==> src/rtl/dihu_pkg.sv <==
// shared types, instruction kind codes and hazard helper functions
// for the dual-issue packing and hazard unit; no dependencies
package dihu_pkg;

  localparam int unsigned PC_BITS = 32;

  localparam logic [3:0] K_NOP      = 4'd0;
  localparam logic [3:0] K_RTYPE    = 4'd1;
  localparam logic [3:0] K_ITYPE    = 4'd2;
  localparam logic [3:0] K_LOAD     = 4'd3;
  localparam logic [3:0] K_STORE    = 4'd4;
  localparam logic [3:0] K_BRANCH   = 4'd5;
  localparam logic [3:0] K_JUMP     = 4'd6;
  localparam logic [3:0] K_SPECIAL  = 4'd7;
  localparam logic [3:0] K_JREG     = 4'd8;
  localparam logic [3:0] K_SQUASHED = 4'd9;

  // fall-through distance between a branch and its successor
  localparam logic [PC_BITS-1:0] BRANCH_STEP = PC_BITS'(4);

  typedef struct packed {
    logic [3:0]         kind;
    logic [PC_BITS-1:0] pc;
    logic [7:0]         src_a;
    logic [7:0]         src_b;
    logic [7:0]         dest;
  } slot_t;

  localparam slot_t NOP_SLOT = '{kind: K_NOP, pc: '0, src_a: '0, src_b: '0, dest: '0};
  localparam slot_t SQUASH_SLOT = '{kind: K_SQUASHED, pc: '0, src_a: '0, src_b: '0,
                                    dest: '0};

  function automatic logic is_mem(input slot_t s);
    return (s.kind == K_LOAD) || (s.kind == K_STORE);
  endfunction

  function automatic logic is_jump(input slot_t s);
    return (s.kind == K_JUMP) || (s.kind == K_JREG);
  endfunction

  function automatic logic reads_reg(input slot_t x, input logic [7:0] r);
    logic via_a;
    logic via_b;
    via_a = (x.src_a == r) && (x.kind != K_JUMP) && (x.kind != K_SPECIAL) &&
            (x.kind != K_SQUASHED);
    via_b = (x.src_b == r) &&
            ((x.kind == K_RTYPE) || (x.kind == K_STORE) || (x.kind == K_BRANCH));
    return via_a || via_b;
  endfunction

  function automatic logic pair_hazard(input slot_t lead, input slot_t x);
    logic writes;
    writes = (lead.kind == K_LOAD) || (lead.kind == K_RTYPE) || (lead.kind == K_ITYPE);
    return writes && reads_reg(x, lead.dest);
  endfunction

  function automatic logic load_use(input slot_t ld, input slot_t x);
    return (ld.kind == K_LOAD) && reads_reg(x, ld.dest);
  endfunction

endpackage

==> src/rtl/dihu_if.sv <==
// channel interfaces: offered instruction pair in, issued pair out
// depends on dihu_pkg
interface dihu_in_if import dihu_pkg::*; ();
  logic        valid;
  logic        ready;
  logic [3:0]  first_kind;
  logic [31:0] first_pc;
  logic [7:0]  first_src_a;
  logic [7:0]  first_src_b;
  logic [7:0]  first_dest;
  logic [3:0]  second_kind;
  logic [31:0] second_pc;
  logic [7:0]  second_src_a;
  logic [7:0]  second_src_b;
  logic [7:0]  second_dest;

  modport source (
    output valid, first_kind, first_pc, first_src_a, first_src_b, first_dest,
           second_kind, second_pc, second_src_a, second_src_b, second_dest,
    input  ready
  );
  modport sink (
    input  valid, first_kind, first_pc, first_src_a, first_src_b, first_dest,
           second_kind, second_pc, second_src_a, second_src_b, second_dest,
    output ready
  );
endinterface

interface dihu_out_if import dihu_pkg::*; ();
  logic        valid;
  logic        ready;
  logic [3:0]  alu_slot_kind;
  logic [31:0] alu_slot_pc;
  logic [7:0]  alu_slot_src_a;
  logic [7:0]  alu_slot_src_b;
  logic [7:0]  alu_slot_dest;
  logic [3:0]  mem_slot_kind;
  logic [31:0] mem_slot_pc;
  logic [7:0]  mem_slot_src_a;
  logic [7:0]  mem_slot_src_b;
  logic [7:0]  mem_slot_dest;
  logic [1:0]  consumed;

  modport source (
    output valid, alu_slot_kind, alu_slot_pc, alu_slot_src_a, alu_slot_src_b,
           alu_slot_dest, mem_slot_kind, mem_slot_pc, mem_slot_src_a,
           mem_slot_src_b, mem_slot_dest, consumed,
    input  ready
  );
  modport sink (
    input  valid, alu_slot_kind, alu_slot_pc, alu_slot_src_a, alu_slot_src_b,
           alu_slot_dest, mem_slot_kind, mem_slot_pc, mem_slot_src_a,
           mem_slot_src_b, mem_slot_dest, consumed,
    output ready
  );
endinterface

==> src/rtl/dihu_pack_logic.sv <==
// combinational packing, steering, squash and load-use decision for one cycle
// depends on dihu_pkg
module dihu_pack_logic import dihu_pkg::*; (
  input  logic       warming_up,
  input  slot_t      alu,
  input  slot_t      mem,
  input  slot_t      pf0,
  input  slot_t      pf1,
  input  slot_t      cand0,
  input  slot_t      cand1,
  output slot_t      pack_alu_next,
  output slot_t      pack_mem_next,
  output slot_t      pf0_next,
  output slot_t      pf1_next,
  output logic [1:0] consumed
);

  logic squash;

  assign squash = is_jump(alu) ||
                  ((alu.kind == K_BRANCH) && (alu.pc != (pf0.pc - BRANCH_STEP)));

  always_comb begin
    pack_alu_next = alu;
    pack_mem_next = mem;
    pf0_next      = pf0;
    pf1_next      = pf1;
    consumed      = 2'd0;
    if (warming_up) begin
      pf0_next = cand0;
      pf1_next = cand1;
      consumed = 2'd2;
    end else begin
      if (squash) begin
        pack_alu_next = SQUASH_SLOT;
        pack_mem_next = SQUASH_SLOT;
      end else if (is_mem(pf0)) begin
        pack_mem_next = pf0;
        consumed      = 2'd1;
        if (is_mem(pf1) || pair_hazard(pf0, pf1)) begin
          pack_alu_next = NOP_SLOT;
        end else begin
          pack_alu_next = pf1;
          consumed      = 2'd2;
        end
      end else begin
        pack_alu_next = pf0;
        consumed      = 2'd1;
        if ((pf0.kind == K_BRANCH) || is_jump(pf0)) begin
          pack_mem_next = NOP_SLOT;
        end else if (!pair_hazard(pf0, pf1) && is_mem(pf1)) begin
          pack_mem_next = pf1;
          consumed      = 2'd2;
        end else begin
          pack_mem_next = NOP_SLOT;
        end
      end

      // load in the packing memory slot stalls dependent consumers
      if (mem.kind == K_LOAD) begin
        if ((consumed != 2'd0) && load_use(mem, pf0)) begin
          pack_alu_next = NOP_SLOT;
          pack_mem_next = NOP_SLOT;
          consumed      = 2'd0;
        end else if ((consumed == 2'd2) && load_use(mem, pf1)) begin
          if (is_mem(pf1)) begin
            pack_mem_next = NOP_SLOT;
          end else begin
            pack_alu_next = NOP_SLOT;
          end
          consumed = 2'd1;
        end
      end

      if (consumed == 2'd1) begin
        pf0_next = pf1;
        pf1_next = cand0;
      end else if (consumed == 2'd2) begin
        pf0_next = cand0;
        pf1_next = cand1;
      end
    end
  end

endmodule

==> src/rtl/dual_issue_packing_hazard_unit.sv <==
// top level of the dual-issue packing and hazard unit
// depends on dihu_pkg, dihu_if and dihu_pack_logic
// a pair waits in the packing register until the next transfer moves it to the output
// throughput: one transfer per cycle unless a held result is not taken; the output
// register lets a new transfer in while the previous result is taken in the same cycle
// reset (synchronous): prefetch buffer and packing slots to no-ops, warm-up pending,
// output register empty
module dual_issue_packing_hazard_unit import dihu_pkg::*; (
  input logic       clk,
  input logic       rst,
  dihu_in_if.sink   instr,
  dihu_out_if.source issue
);

  // architectural state
  slot_t pf0;
  slot_t pf1;
  slot_t pack_alu;
  slot_t pack_mem;
  logic  warming_up;

  // result register
  logic       out_valid;
  slot_t      out_alu;
  slot_t      out_mem;
  logic [1:0] out_consumed;

  slot_t      cand0;
  slot_t      cand1;
  slot_t      pack_alu_next;
  slot_t      pack_mem_next;
  slot_t      pf0_next;
  slot_t      pf1_next;
  logic [1:0] consumed_next;
  logic       in_xfer;

  // accept whenever the result register is empty or being drained this cycle
  assign instr.ready = !out_valid || issue.ready;
  assign in_xfer     = instr.valid && instr.ready;

  // offered pair, pc held modulo the internal pc width
  assign cand0 = '{kind: instr.first_kind, pc: PC_BITS'(instr.first_pc),
                   src_a: instr.first_src_a, src_b: instr.first_src_b,
                   dest: instr.first_dest};
  assign cand1 = '{kind: instr.second_kind, pc: PC_BITS'(instr.second_pc),
                   src_a: instr.second_src_a, src_b: instr.second_src_b,
                   dest: instr.second_dest};

  dihu_pack_logic u_pack (
    .warming_up    (warming_up),
    .alu           (pack_alu),
    .mem           (pack_mem),
    .pf0           (pf0),
    .pf1           (pf1),
    .cand0         (cand0),
    .cand1         (cand1),
    .pack_alu_next (pack_alu_next),
    .pack_mem_next (pack_mem_next),
    .pf0_next      (pf0_next),
    .pf1_next      (pf1_next),
    .consumed      (consumed_next)
  );

  // state advances once per accepted transfer
  always_ff @(posedge clk) begin
    if (rst) begin
      pf0        <= NOP_SLOT;
      pf1        <= NOP_SLOT;
      pack_alu   <= NOP_SLOT;
      pack_mem   <= NOP_SLOT;
      warming_up <= 1'b1;
    end else if (in_xfer) begin
      pf0        <= pf0_next;
      pf1        <= pf1_next;
      pack_alu   <= pack_alu_next;
      pack_mem   <= pack_mem_next;
      warming_up <= 1'b0;
    end
  end

  // result valid flag
  always_ff @(posedge clk) begin
    if (rst) begin
      out_valid <= 1'b0;
    end else if (in_xfer) begin
      out_valid <= 1'b1;
    end else if (issue.ready) begin
      out_valid <= 1'b0;
    end
  end

  // result payload: the pair leaving the packing register moves into the output register
  always_ff @(posedge clk) begin
    if (in_xfer) begin
      out_alu      <= pack_alu;
      out_mem      <= pack_mem;
      out_consumed <= consumed_next;
    end
  end

  assign issue.valid          = out_valid;
  assign issue.alu_slot_kind  = out_alu.kind;
  assign issue.alu_slot_pc    = 32'(out_alu.pc);
  assign issue.alu_slot_src_a = out_alu.src_a;
  assign issue.alu_slot_src_b = out_alu.src_b;
  assign issue.alu_slot_dest  = out_alu.dest;
  assign issue.mem_slot_kind  = out_mem.kind;
  assign issue.mem_slot_pc    = 32'(out_mem.pc);
  assign issue.mem_slot_src_a = out_mem.src_a;
  assign issue.mem_slot_src_b = out_mem.src_b;
  assign issue.mem_slot_dest  = out_mem.dest;
  assign issue.consumed       = out_consumed;

endmodule
==> src/flat_wrapper.sv <==
// flat-port wrapper written by rule: the top's interface ports become plain ports
module dual_issue_packing_hazard_unit_flat import dihu_pkg::*;
  (clk, rst, instr_valid, instr_first_kind, instr_first_pc, instr_first_src_a, instr_first_src_b, instr_first_dest, instr_second_kind, instr_second_pc, instr_second_src_a, instr_second_src_b, instr_second_dest, instr_ready, issue_valid, issue_alu_slot_kind, issue_alu_slot_pc, issue_alu_slot_src_a, issue_alu_slot_src_b, issue_alu_slot_dest, issue_mem_slot_kind, issue_mem_slot_pc, issue_mem_slot_src_a, issue_mem_slot_src_b, issue_mem_slot_dest, issue_consumed, issue_ready);
  dihu_in_if instr_i ();
  dihu_out_if issue_i ();
  input logic clk;
  input logic rst;
  input wire logic [$bits(instr_i.valid)-1:0] instr_valid;
  input wire logic [$bits(instr_i.first_kind)-1:0] instr_first_kind;
  input wire logic [$bits(instr_i.first_pc)-1:0] instr_first_pc;
  input wire logic [$bits(instr_i.first_src_a)-1:0] instr_first_src_a;
  input wire logic [$bits(instr_i.first_src_b)-1:0] instr_first_src_b;
  input wire logic [$bits(instr_i.first_dest)-1:0] instr_first_dest;
  input wire logic [$bits(instr_i.second_kind)-1:0] instr_second_kind;
  input wire logic [$bits(instr_i.second_pc)-1:0] instr_second_pc;
  input wire logic [$bits(instr_i.second_src_a)-1:0] instr_second_src_a;
  input wire logic [$bits(instr_i.second_src_b)-1:0] instr_second_src_b;
  input wire logic [$bits(instr_i.second_dest)-1:0] instr_second_dest;
  output wire logic [$bits(instr_i.ready)-1:0] instr_ready;
  output wire logic [$bits(issue_i.valid)-1:0] issue_valid;
  output wire logic [$bits(issue_i.alu_slot_kind)-1:0] issue_alu_slot_kind;
  output wire logic [$bits(issue_i.alu_slot_pc)-1:0] issue_alu_slot_pc;
  output wire logic [$bits(issue_i.alu_slot_src_a)-1:0] issue_alu_slot_src_a;
  output wire logic [$bits(issue_i.alu_slot_src_b)-1:0] issue_alu_slot_src_b;
  output wire logic [$bits(issue_i.alu_slot_dest)-1:0] issue_alu_slot_dest;
  output wire logic [$bits(issue_i.mem_slot_kind)-1:0] issue_mem_slot_kind;
  output wire logic [$bits(issue_i.mem_slot_pc)-1:0] issue_mem_slot_pc;
  output wire logic [$bits(issue_i.mem_slot_src_a)-1:0] issue_mem_slot_src_a;
  output wire logic [$bits(issue_i.mem_slot_src_b)-1:0] issue_mem_slot_src_b;
  output wire logic [$bits(issue_i.mem_slot_dest)-1:0] issue_mem_slot_dest;
  output wire logic [$bits(issue_i.consumed)-1:0] issue_consumed;
  input wire logic [$bits(issue_i.ready)-1:0] issue_ready;
  assign instr_i.valid = instr_valid;
  assign instr_i.first_kind = instr_first_kind;
  assign instr_i.first_pc = instr_first_pc;
  assign instr_i.first_src_a = instr_first_src_a;
  assign instr_i.first_src_b = instr_first_src_b;
  assign instr_i.first_dest = instr_first_dest;
  assign instr_i.second_kind = instr_second_kind;
  assign instr_i.second_pc = instr_second_pc;
  assign instr_i.second_src_a = instr_second_src_a;
  assign instr_i.second_src_b = instr_second_src_b;
  assign instr_i.second_dest = instr_second_dest;
  assign instr_ready = instr_i.ready;
  assign issue_valid = issue_i.valid;
  assign issue_alu_slot_kind = issue_i.alu_slot_kind;
  assign issue_alu_slot_pc = issue_i.alu_slot_pc;
  assign issue_alu_slot_src_a = issue_i.alu_slot_src_a;
  assign issue_alu_slot_src_b = issue_i.alu_slot_src_b;
  assign issue_alu_slot_dest = issue_i.alu_slot_dest;
  assign issue_mem_slot_kind = issue_i.mem_slot_kind;
  assign issue_mem_slot_pc = issue_i.mem_slot_pc;
  assign issue_mem_slot_src_a = issue_i.mem_slot_src_a;
  assign issue_mem_slot_src_b = issue_i.mem_slot_src_b;
  assign issue_mem_slot_dest = issue_i.mem_slot_dest;
  assign issue_consumed = issue_i.consumed;
  assign issue_i.ready = issue_ready;
  dual_issue_packing_hazard_unit u_core (.clk(clk), .rst(rst), .instr(instr_i), .issue(issue_i));
endmodule
==> config.mk <==
export PLATFORM = sky130hd
export DESIGN_NAME = dual_issue_packing_hazard_unit_flat
export DESIGN_NICKNAME = d
export VERILOG_FILES = /design/src/rtl/dihu_pkg.sv /design/src/rtl/dihu_if.sv /design/src/rtl/dihu_pack_logic.sv /design/src/rtl/dual_issue_packing_hazard_unit.sv /design/src/flat_wrapper.sv
export SDC_FILE = /design/constraint.sdc
export NUM_CORES = 1
export LEC_CHECK = 0
export ABC_AREA = 1
export BUFFER_PORTS_ARGS = -buffer_cell sky130_fd_sc_hd__buf_2
export CORE_ASPECT_RATIO = 1.4
export CORE_UTILIZATION = 40
export DETAILED_ROUTE_END_ITERATION = 8
export GPL_TIMING_DRIVEN = 0
export PLACE_DENSITY_LB_ADDON = 0.05
export SYNTH_ARGS = -nofsm -noshare
export SYNTH_HDL_FRONTEND = slang
export SYNTH_SLANG_ARGS = --single-unit
==> constraint.sdc <==
create_clock -name clk -period 6.5 [get_ports clk]
set_clock_uncertainty 0.15 [all_clocks]
set_input_delay 0.975 -clock clk [delete_from_list [all_inputs] [get_ports clk]]
set_output_delay 0.975 -clock clk [all_outputs]
set_load 0.02 [all_outputs]
== After elaboration in Yosys (flattened, before gate mapping) ==
Index checks and enable logic that the tools add are counted.

* Output and inout port bits: 124
* Logic and storage cells: 143
* Register bits: 364

* Add/sub/neg operators: 1
* Bitwise gates (word level): 1
* Equal/unequal tests: 31
* Reduce and logical (&&, ||, !) cells: 44
* Muxes and demuxes: 33

{| class="wikitable"
|+ Operators by type and width
! operator !! number
|-
| $mux W60 || 21
|-
| $eq A8 B8 Y1 || 6
|-
| $ne A32 B32 Y1 || 1
|-
| $sub A32 B3 Y32 const B || 1
|-
| $eq A4 B3 Y1 const B || 7
|-
| $logic_and A1 B1 Y1 || 20
|-
| $mux W2 || 10
|-
| $logic_or A1 B1 Y1 || 17
|-
| $eq A4 B2 Y1 const B || 4
|-
| $ne A4 B3 Y1 const B || 4
|-
| $eq A4 B1 Y1 const B || 2
|-
| $eq A4 B4 Y1 const B || 2
|-
| $ne A4 B4 Y1 const B || 2
|-
| $eq A2 B2 Y1 const B || 2
|-
| $reduce_and A2 Y1 || 2
|-
| $reduce_bool A2 Y1 || 2
|-
| $reduce_bool A3 Y1 || 1
|-
| $eq A2 B1 Y1 const B || 1
|-
| $logic_not A1 Y1 || 2
|-
| $mux W1 || 2
|-
| $not A1 Y1 || 1
|}

== Depth between registers and ports, before layout ==
* Depth after elaboration: 23
* Mapped depth: 29

== Cells and area by module ==
Synthesis repeated with hierarchy kept, for this count alone.

* Cell total of the unflattened synthesis: 3526
* Area total of the unflattened synthesis: 22675.5 um^2

{| class="wikitable"
|+ Modules (own cells, without submodules)
! module !! sequential area each (um^2) !! area an instance (um^2) !! cells an instance !! instances
|-
| dual_issue_packing_hazard_unit || 8508.2 || 14585.2 || 1705 || 1
|-
| dihu_pack_logic || 0.0 || 8090.3 || 1821 || 1
|}

== Worst setup path before layout ==
OpenSTA, ideal clock, no wires.

* Path type: input to register
* From: in issue_ready
* To: reg, netlist name u_core.pf1[10]
* Buffers on the path: 2
* Data required time: 6.213 ns
* Setup slack: 1.303 ns
* Stages on the path: 9
* Setup time: 0.137 ns
* Data arrival time: 4.910 ns
* Cell sequence: inv_1 nand2_1 nand2_1 inv_1 nand2_1 clkbuf_1 clkbuf_1 a211oi_1 a211oi_1

* Longest elaborated chain between the ends: 3

{| class="wikitable"
|+ Ends and longest elaborated chain
! what !! line !! RTL
|-
| from (decl) || flat_wrapper.sv:32 || <nowiki>input wire logic [$bits(issue_i.ready)-1:0] issue_ready;</nowiki>
|-
| $logic_or A1 B1 Y1 || dual_issue_packing_hazard_unit.sv:38 || <nowiki>assign instr.ready = !out_valid || issue.ready;</nowiki>
|-
| net instr_ready || flat_wrapper.sv:19 || <nowiki>output wire logic [$bits(instr_i.ready)-1:0] instr_ready;</nowiki>
|-
| $logic_and A1 B1 Y1 || dual_issue_packing_hazard_unit.sv:39 || <nowiki>assign in_xfer = instr.valid && instr.ready;</nowiki>
|-
| net u_core.in_xfer || dual_issue_packing_hazard_unit.sv:35 || <nowiki>logic in_xfer;</nowiki>
|-
| $reduce_and A2 Y1 (no line) || -- ||
|}

The timed path passes the listed nets, and every way through them passes these cells.
A chain may end at the register's enable or synchronous reset.

== Final worst setup path ==
* From: reg, netlist name u_core.pf0[26]
* To: reg, netlist name u_core.pf1[20]

* Longest elaborated chain between the ends: 15

{| class="wikitable"
|+ Ends and longest elaborated chain
! what !! line !! RTL
|-
| $sub A32 B3 Y32 * || dihu_pack_logic.sv:21 || <nowiki>((alu.kind == K_BRANCH) && (alu.pc != (pf0.pc - BRANCH_STEP)));</nowiki>
|-
| $ne A32 B32 Y1 * || dihu_pack_logic.sv:21 ||
|-
| $logic_and A1 B1 Y1 * || dihu_pack_logic.sv:21 ||
|-
| $logic_or A1 B1 Y1 * || dihu_pack_logic.sv:20 || <nowiki>assign squash = is_jump(alu) ||</nowiki>
|-
| $mux W2 * || dihu_pack_logic.sv:34 || <nowiki>if (squash) begin</nowiki>
|-
| $mux W2 * || dihu_pack_logic.sv:29 || <nowiki>if (warming_up) begin</nowiki>
|-
| $eq A2 B2 Y1 || dihu_pack_logic.sv:65 || <nowiki>end else if ((consumed == 2'd2) && load_use(mem, pf1)) begin</nowiki>
|-
| $logic_and A1 B1 Y1 || dihu_pack_logic.sv:65 ||
|-
| $mux W2 || dihu_pack_logic.sv:65 ||
|-
| $mux W2 || dihu_pack_logic.sv:61 || <nowiki>if ((consumed != 2'd0) && load_use(mem, pf0)) begin</nowiki>
|-
| $mux W2 * || dihu_pack_logic.sv:60 || <nowiki>if (mem.kind == K_LOAD) begin</nowiki>
|-
| $mux W2 * || dihu_pack_logic.sv:29 ||
|-
| $eq A2 B1 Y1 or $eq A2 B2 Y1 (tied branches) || dihu_pack_logic.sv:75, dihu_pack_logic.sv:78 ||
|-
| $reduce_bool A3 Y1 (no line) or $mux W60 (tied branches) || -- ||
|-
| $reduce_and A2 Y1 (no line) or $mux W60 (tied branches) || -- ||
|}

Mark *: on every way between the ends. The rest lies on a longest branch, timed or not. The select of a mux whose other input is x is not followed.

==> results.rst <==
.. list-table::
   :header-rows: 1

   * - Metric
     - Value
   * - Type of the worst setup path
     - flip-flop to flip-flop
   * - Endpoint of the lowest-slack register-to-register path
     - u_core.pf1[20]
   * - Iteration count of the initial detailed-routing pass
     - 5
   * - Share of final-layout standard cells stronger than drive strength 1
     - 15.1%
   * - Ratio of final minimum period to clock period
     - 90.7%
   * - Library cell occupying the most area in the post-synthesis netlist
     - sky130_fd_sc_hd__dfxtp_1
   * - Effective utilization at floorplan
     - 40.8%
   * - Final net count
     - 2405
   * - Number of distinct library cells after synthesis
     - 34
   * - Met3 capacity usage during global routing
     - 2.54%
   * - IO Count
     - 248
   * - Number of filler instances in the final layout
     - 4164
   * - Max Buffers Root-to-Sink
     - 3
   * - Core area
     - 41500 um2
   * - Placed instance area
     - 18900 um2
   * - Full die area
     - 43200 um2
   * - HPWL after DPL
     - 47500 um
   * - Setup repair after global routing missed its margin
     - false
   * - Number of warnings reported in the yosys synthesis log
     - 0
   * - Most common library cell in the layout ignoring fill and taps
     - sky130_fd_sc_hd__buf_2
   * - Top cells by area in the synthesized netlist
     - sky130_fd_sc_hd__dfxtp_1 (29%), sky130_fd_sc_hd__edfxtp_1 (22%), sky130_fd_sc_hd__a211oi_1 (11%)
   * - Clock transition at path regs
     - roughly 70 ps
   * - Critical path's most frequent cell
     - sky130_fd_sc_hd__nand2_1
   * - Detailed-route wire length
     - 62700 um
   * - Global routing's busiest layer
     - met2
   * - Number of diodes added for antenna fixing
     - 0
   * - Final core area utilization
     - 48.5%
   * - CTS tree
     - yes
   * - Total count of max-transition violations in the final report
     - 0
   * - Total number of cells along the worst setup path
     - 25
   * - Cell with the largest stage delay on the worst path
     - sky130_fd_sc_hd__nand2_1
   * - Clock latency reported for the late side of the worst-skew pair
     - ~560 ps
   * - Max FO, Critical Path
     - 10
   * - PortBufs
     - 246
   * - Start of the worst register-to-register path
     - u_core.pf0[26]
   * - Number of core rows
     - 88
   * - Reg2reg setup slack
     - ~600 ps
   * - Proportion of netlist area held by the largest area contributor
     - 28.6%
   * - CP Buf/Inv Count
     - 5
   * - Number of cells in the finished layout apart from fillers
     - 2847
   * - Final instance area
     - 20100 um2
   * - Worst hold path class
     - flip-flop to flip-flop
   * - Syn nets
     - 2119
   * - Initial detailed-routing violation count
     - 1105
   * - Aggregate global-route resource usage
     - 28.6%
   * - Post-CTS Setup Inserts
     - 0
   * - Number of antenna violations at the first check in global routing
     - 0
   * - Maximum number of pins on one net before global-route repair
     - 64
   * - Sequential cell area fraction in the yosys report
     - 50.2%
   * - Final global-route overflow total
     - 0
   * - CTS root buffer
     - sky130_fd_sc_hd__clkbuf_16
   * - Pre-CTS setup slack
     - 786 ps
   * - Total via count after detailed routing
     - 15800
   * - Most frequent cells in the layout
     - sky130_fd_sc_hd__buf_2 (261), sky130_fd_sc_hd__a211oi_1 (242), sky130_fd_sc_hd__dfxtp_1 (242), sky130_fd_sc_hd__inv_1 (231), sky130_fd_sc_hd__nand2_1 (202)
   * - Leakage
     - 8.08 nW
   * - Max frequency
     - 170 MHz
   * - Critical path endpoint category
     - flip-flop
   * - Pwr per Cell Area
     - between 300 and 400 nW/um2
   * - Relative slew slack
     - 29.9%
   * - Total Power
     - 6.58 mW
   * - Met1 global-route usage
     - 33.6%
   * - Launch point of the worst path
     - u_core.pf0[26]
   * - Result of the run
     - finished clean
   * - Arrival time worst endpoint
     - 6210 ps
   * - Synthesized cell area
     - between 15000 and 20000 um2
   * - Sum Neg Setup Slack
     - 0 ps
   * - Launching element type of the critical path
     - flip-flop
   * - Max H-tree Level
     - 2
   * - Worst Slack Setup Final
     - 602 ps
   * - Final-report hold violation count
     - 0
   * - Number of gates resized after cts
     - 0
   * - Number of buffers inserted for hold repair after clock tree synthesis
     - 0
   * - Residual DRC count
     - 0
   * - Top cell family by delay on the critical path
     - simple AND/OR/NAND/NOR gates
   * - Final Critical Period
     - 5900 ps
   * - Average cell area after synthesis
     - 8.50 um2
   * - Drt wl/cell
     - 22.0 um
   * - Placed cell count
     - ~2800
   * - Die height
     - around 250 um
   * - Setup Viol. Count Final
     - 0
   * - Global placement routability congestion
     - 0.931
   * - Worst vdd ir
     - around 0.21 mV
   * - GRT met2 Usage
     - 52.4%
   * - Maxcap violations
     - 0
   * - Max incr delay on CP
     - 650 ps
   * - Worst-Margin Slew
     - 1050 ps
   * - Clock sink count
     - 364
   * - Routed Antenna Nets
     - 0
   * - Number of global-route vias before repair
     - 15600
   * - Total of flip-flops plus latches after synthesis
     - 364
   * - Endpoint of the worst setup timing path
     - u_core.pf1[20]
   * - Worst hold margin
     - about 280 ps
   * - Number of clock buffers inserted by TritonCTS
     - 37
   * - X dimension of the die
     - 176 um
   * - Area growth from synthesis to layout
     - 18.9%
   * - Required time of the critical path
     - 6810 ps
   * - Synthesized netlist cell count
     - 1992
   * - First-pass GRT wire length
     - around 93000 um
   * - Vias per cell
     - 5.56
   * - Number of cell instances on the worst register-to-register path
     - 25
worst min-delay path by stage:
stage	startpoint	endpoint	cells past startpoint
2_1_floorplan	u_core.pack_alu[0]	u_core.issue.alu_slot_dest[0]	0
3_3_place_gp	u_core.pack_mem[27]	u_core.issue.mem_slot_pc[3]	0
3_5_place_dp	u_core.pack_alu[14]	u_core.issue.alu_slot_src_b[6]	0
4_1_cts	u_core.pack_mem[27]	u_core.issue.mem_slot_pc[3]	0
5_1_grt	u_core.pack_mem[27]	u_core.issue.mem_slot_pc[3]	0
6_report	u_core.pack_alu[13]	u_core.issue.alu_slot_src_b[5]	0
cell usage after synthesis:
cell type and number:
sky130_fd_sc_hd__o21ai_0 78, sky130_fd_sc_hd__a21o_1 2, sky130_fd_sc_hd__a21oi_1 129, sky130_fd_sc_hd__o22ai_1 115, sky130_fd_sc_hd__nand3_2 1, sky130_fd_sc_hd__a31oi_1 1, sky130_fd_sc_hd__nor2_4 4, sky130_fd_sc_hd__nor2_2 6
sky130_fd_sc_hd__nand3b_1 7, sky130_fd_sc_hd__buf_6 4, sky130_fd_sc_hd__clkinv_1 2, sky130_fd_sc_hd__ha_1 3, sky130_fd_sc_hd__nand2_2 5, sky130_fd_sc_hd__nor3_1 9, sky130_fd_sc_hd__clkbuf_1 130, sky130_fd_sc_hd__inv_2 1
sky130_fd_sc_hd__buf_2 15, sky130_fd_sc_hd__buf_1 10, sky130_fd_sc_hd__o21ai_1 2, sky130_fd_sc_hd__nand4_1 67, sky130_fd_sc_hd__inv_1 232, sky130_fd_sc_hd__edfxtp_1 122, sky130_fd_sc_hd__xor2_1 43, sky130_fd_sc_hd__dfxtp_1 242
sky130_fd_sc_hd__a211oi_1 242, sky130_fd_sc_hd__nor2_1 191, sky130_fd_sc_hd__xnor2_1 21, sky130_fd_sc_hd__or2_2 1, sky130_fd_sc_hd__nand2_4 1, sky130_fd_sc_hd__nand3_1 95, sky130_fd_sc_hd__xnor3_1 2, sky130_fd_sc_hd__nand2_1 202
sky130_fd_sc_hd__nor3b_1 1, sky130_fd_sc_hd__nor4_1 6
layer usage:
| metal | wire [um] | up-vias |
|---|---|---|
| li1 | - | 7580 |
| met4 | 2760 | 0 |
| met3 | 2550 | 138 |
| met2 | 32500 | 551 |
| met5 | 0 | - |
| met1 | 24900 | 7565 |
flip-flops by register name (all words and copies together), names as in the netlist, 2 cells and up:
name	flops
u_core.issue.mem_slot_src_a	8
u_core.issue.alu_slot_pc	32
u_core.pack_alu	60
u_core.issue.alu_slot_src_b	8
u_core.issue.alu_slot_dest	8
u_core.issue.consumed	2
u_core.issue.mem_slot_pc	32
u_core.pf1	60
u_core.issue.mem_slot_src_b	8
u_core.issue.alu_slot_src_a	8
u_core.issue.mem_slot_kind	4
u_core.pack_mem	60
u_core.pf0	60
u_core.issue.mem_slot_dest	8
u_core.issue.alu_slot_kind	4
area by class of cell:
cell class	instances	area (um2)	share of cell area [%]
sequential	364	8510	42.2
multi-input combinational	1234	6900	34.3
timing repair buffer	247	1260	6.25
clock buffer	49	1100	5.44
inverter	235	887	4.40
tap	540	676	3.35
buffer	159	646	3.21
clock inverter	19	171	0.851
power breakdown:
| group | switching [mW] | internal [mW] | total, mW |
|---|---|---|---|
| Combinational | 1.13 | 0.501 | 1.63 |
| Clock | 0.966 | 1.28 | 2.25 |
| Sequential | 0.141 | 2.56 | 2.70 |
cell families (layout without fill, tap and decap cells):
kind of cell,Yosys count,in the layout,share of synthesized area (%)
XOR/XNOR,66,66,3.58
flip-flops,364,364,50.2
adder cells (fa/ha/maj),3,3,0.222
AND/OR/NAND/NOR,596,596,15.7
AO/OA/AOI/OAI,569,569,21.3
buffers and inverters,394,709,9.02
(Power assumes the default switching activity.)
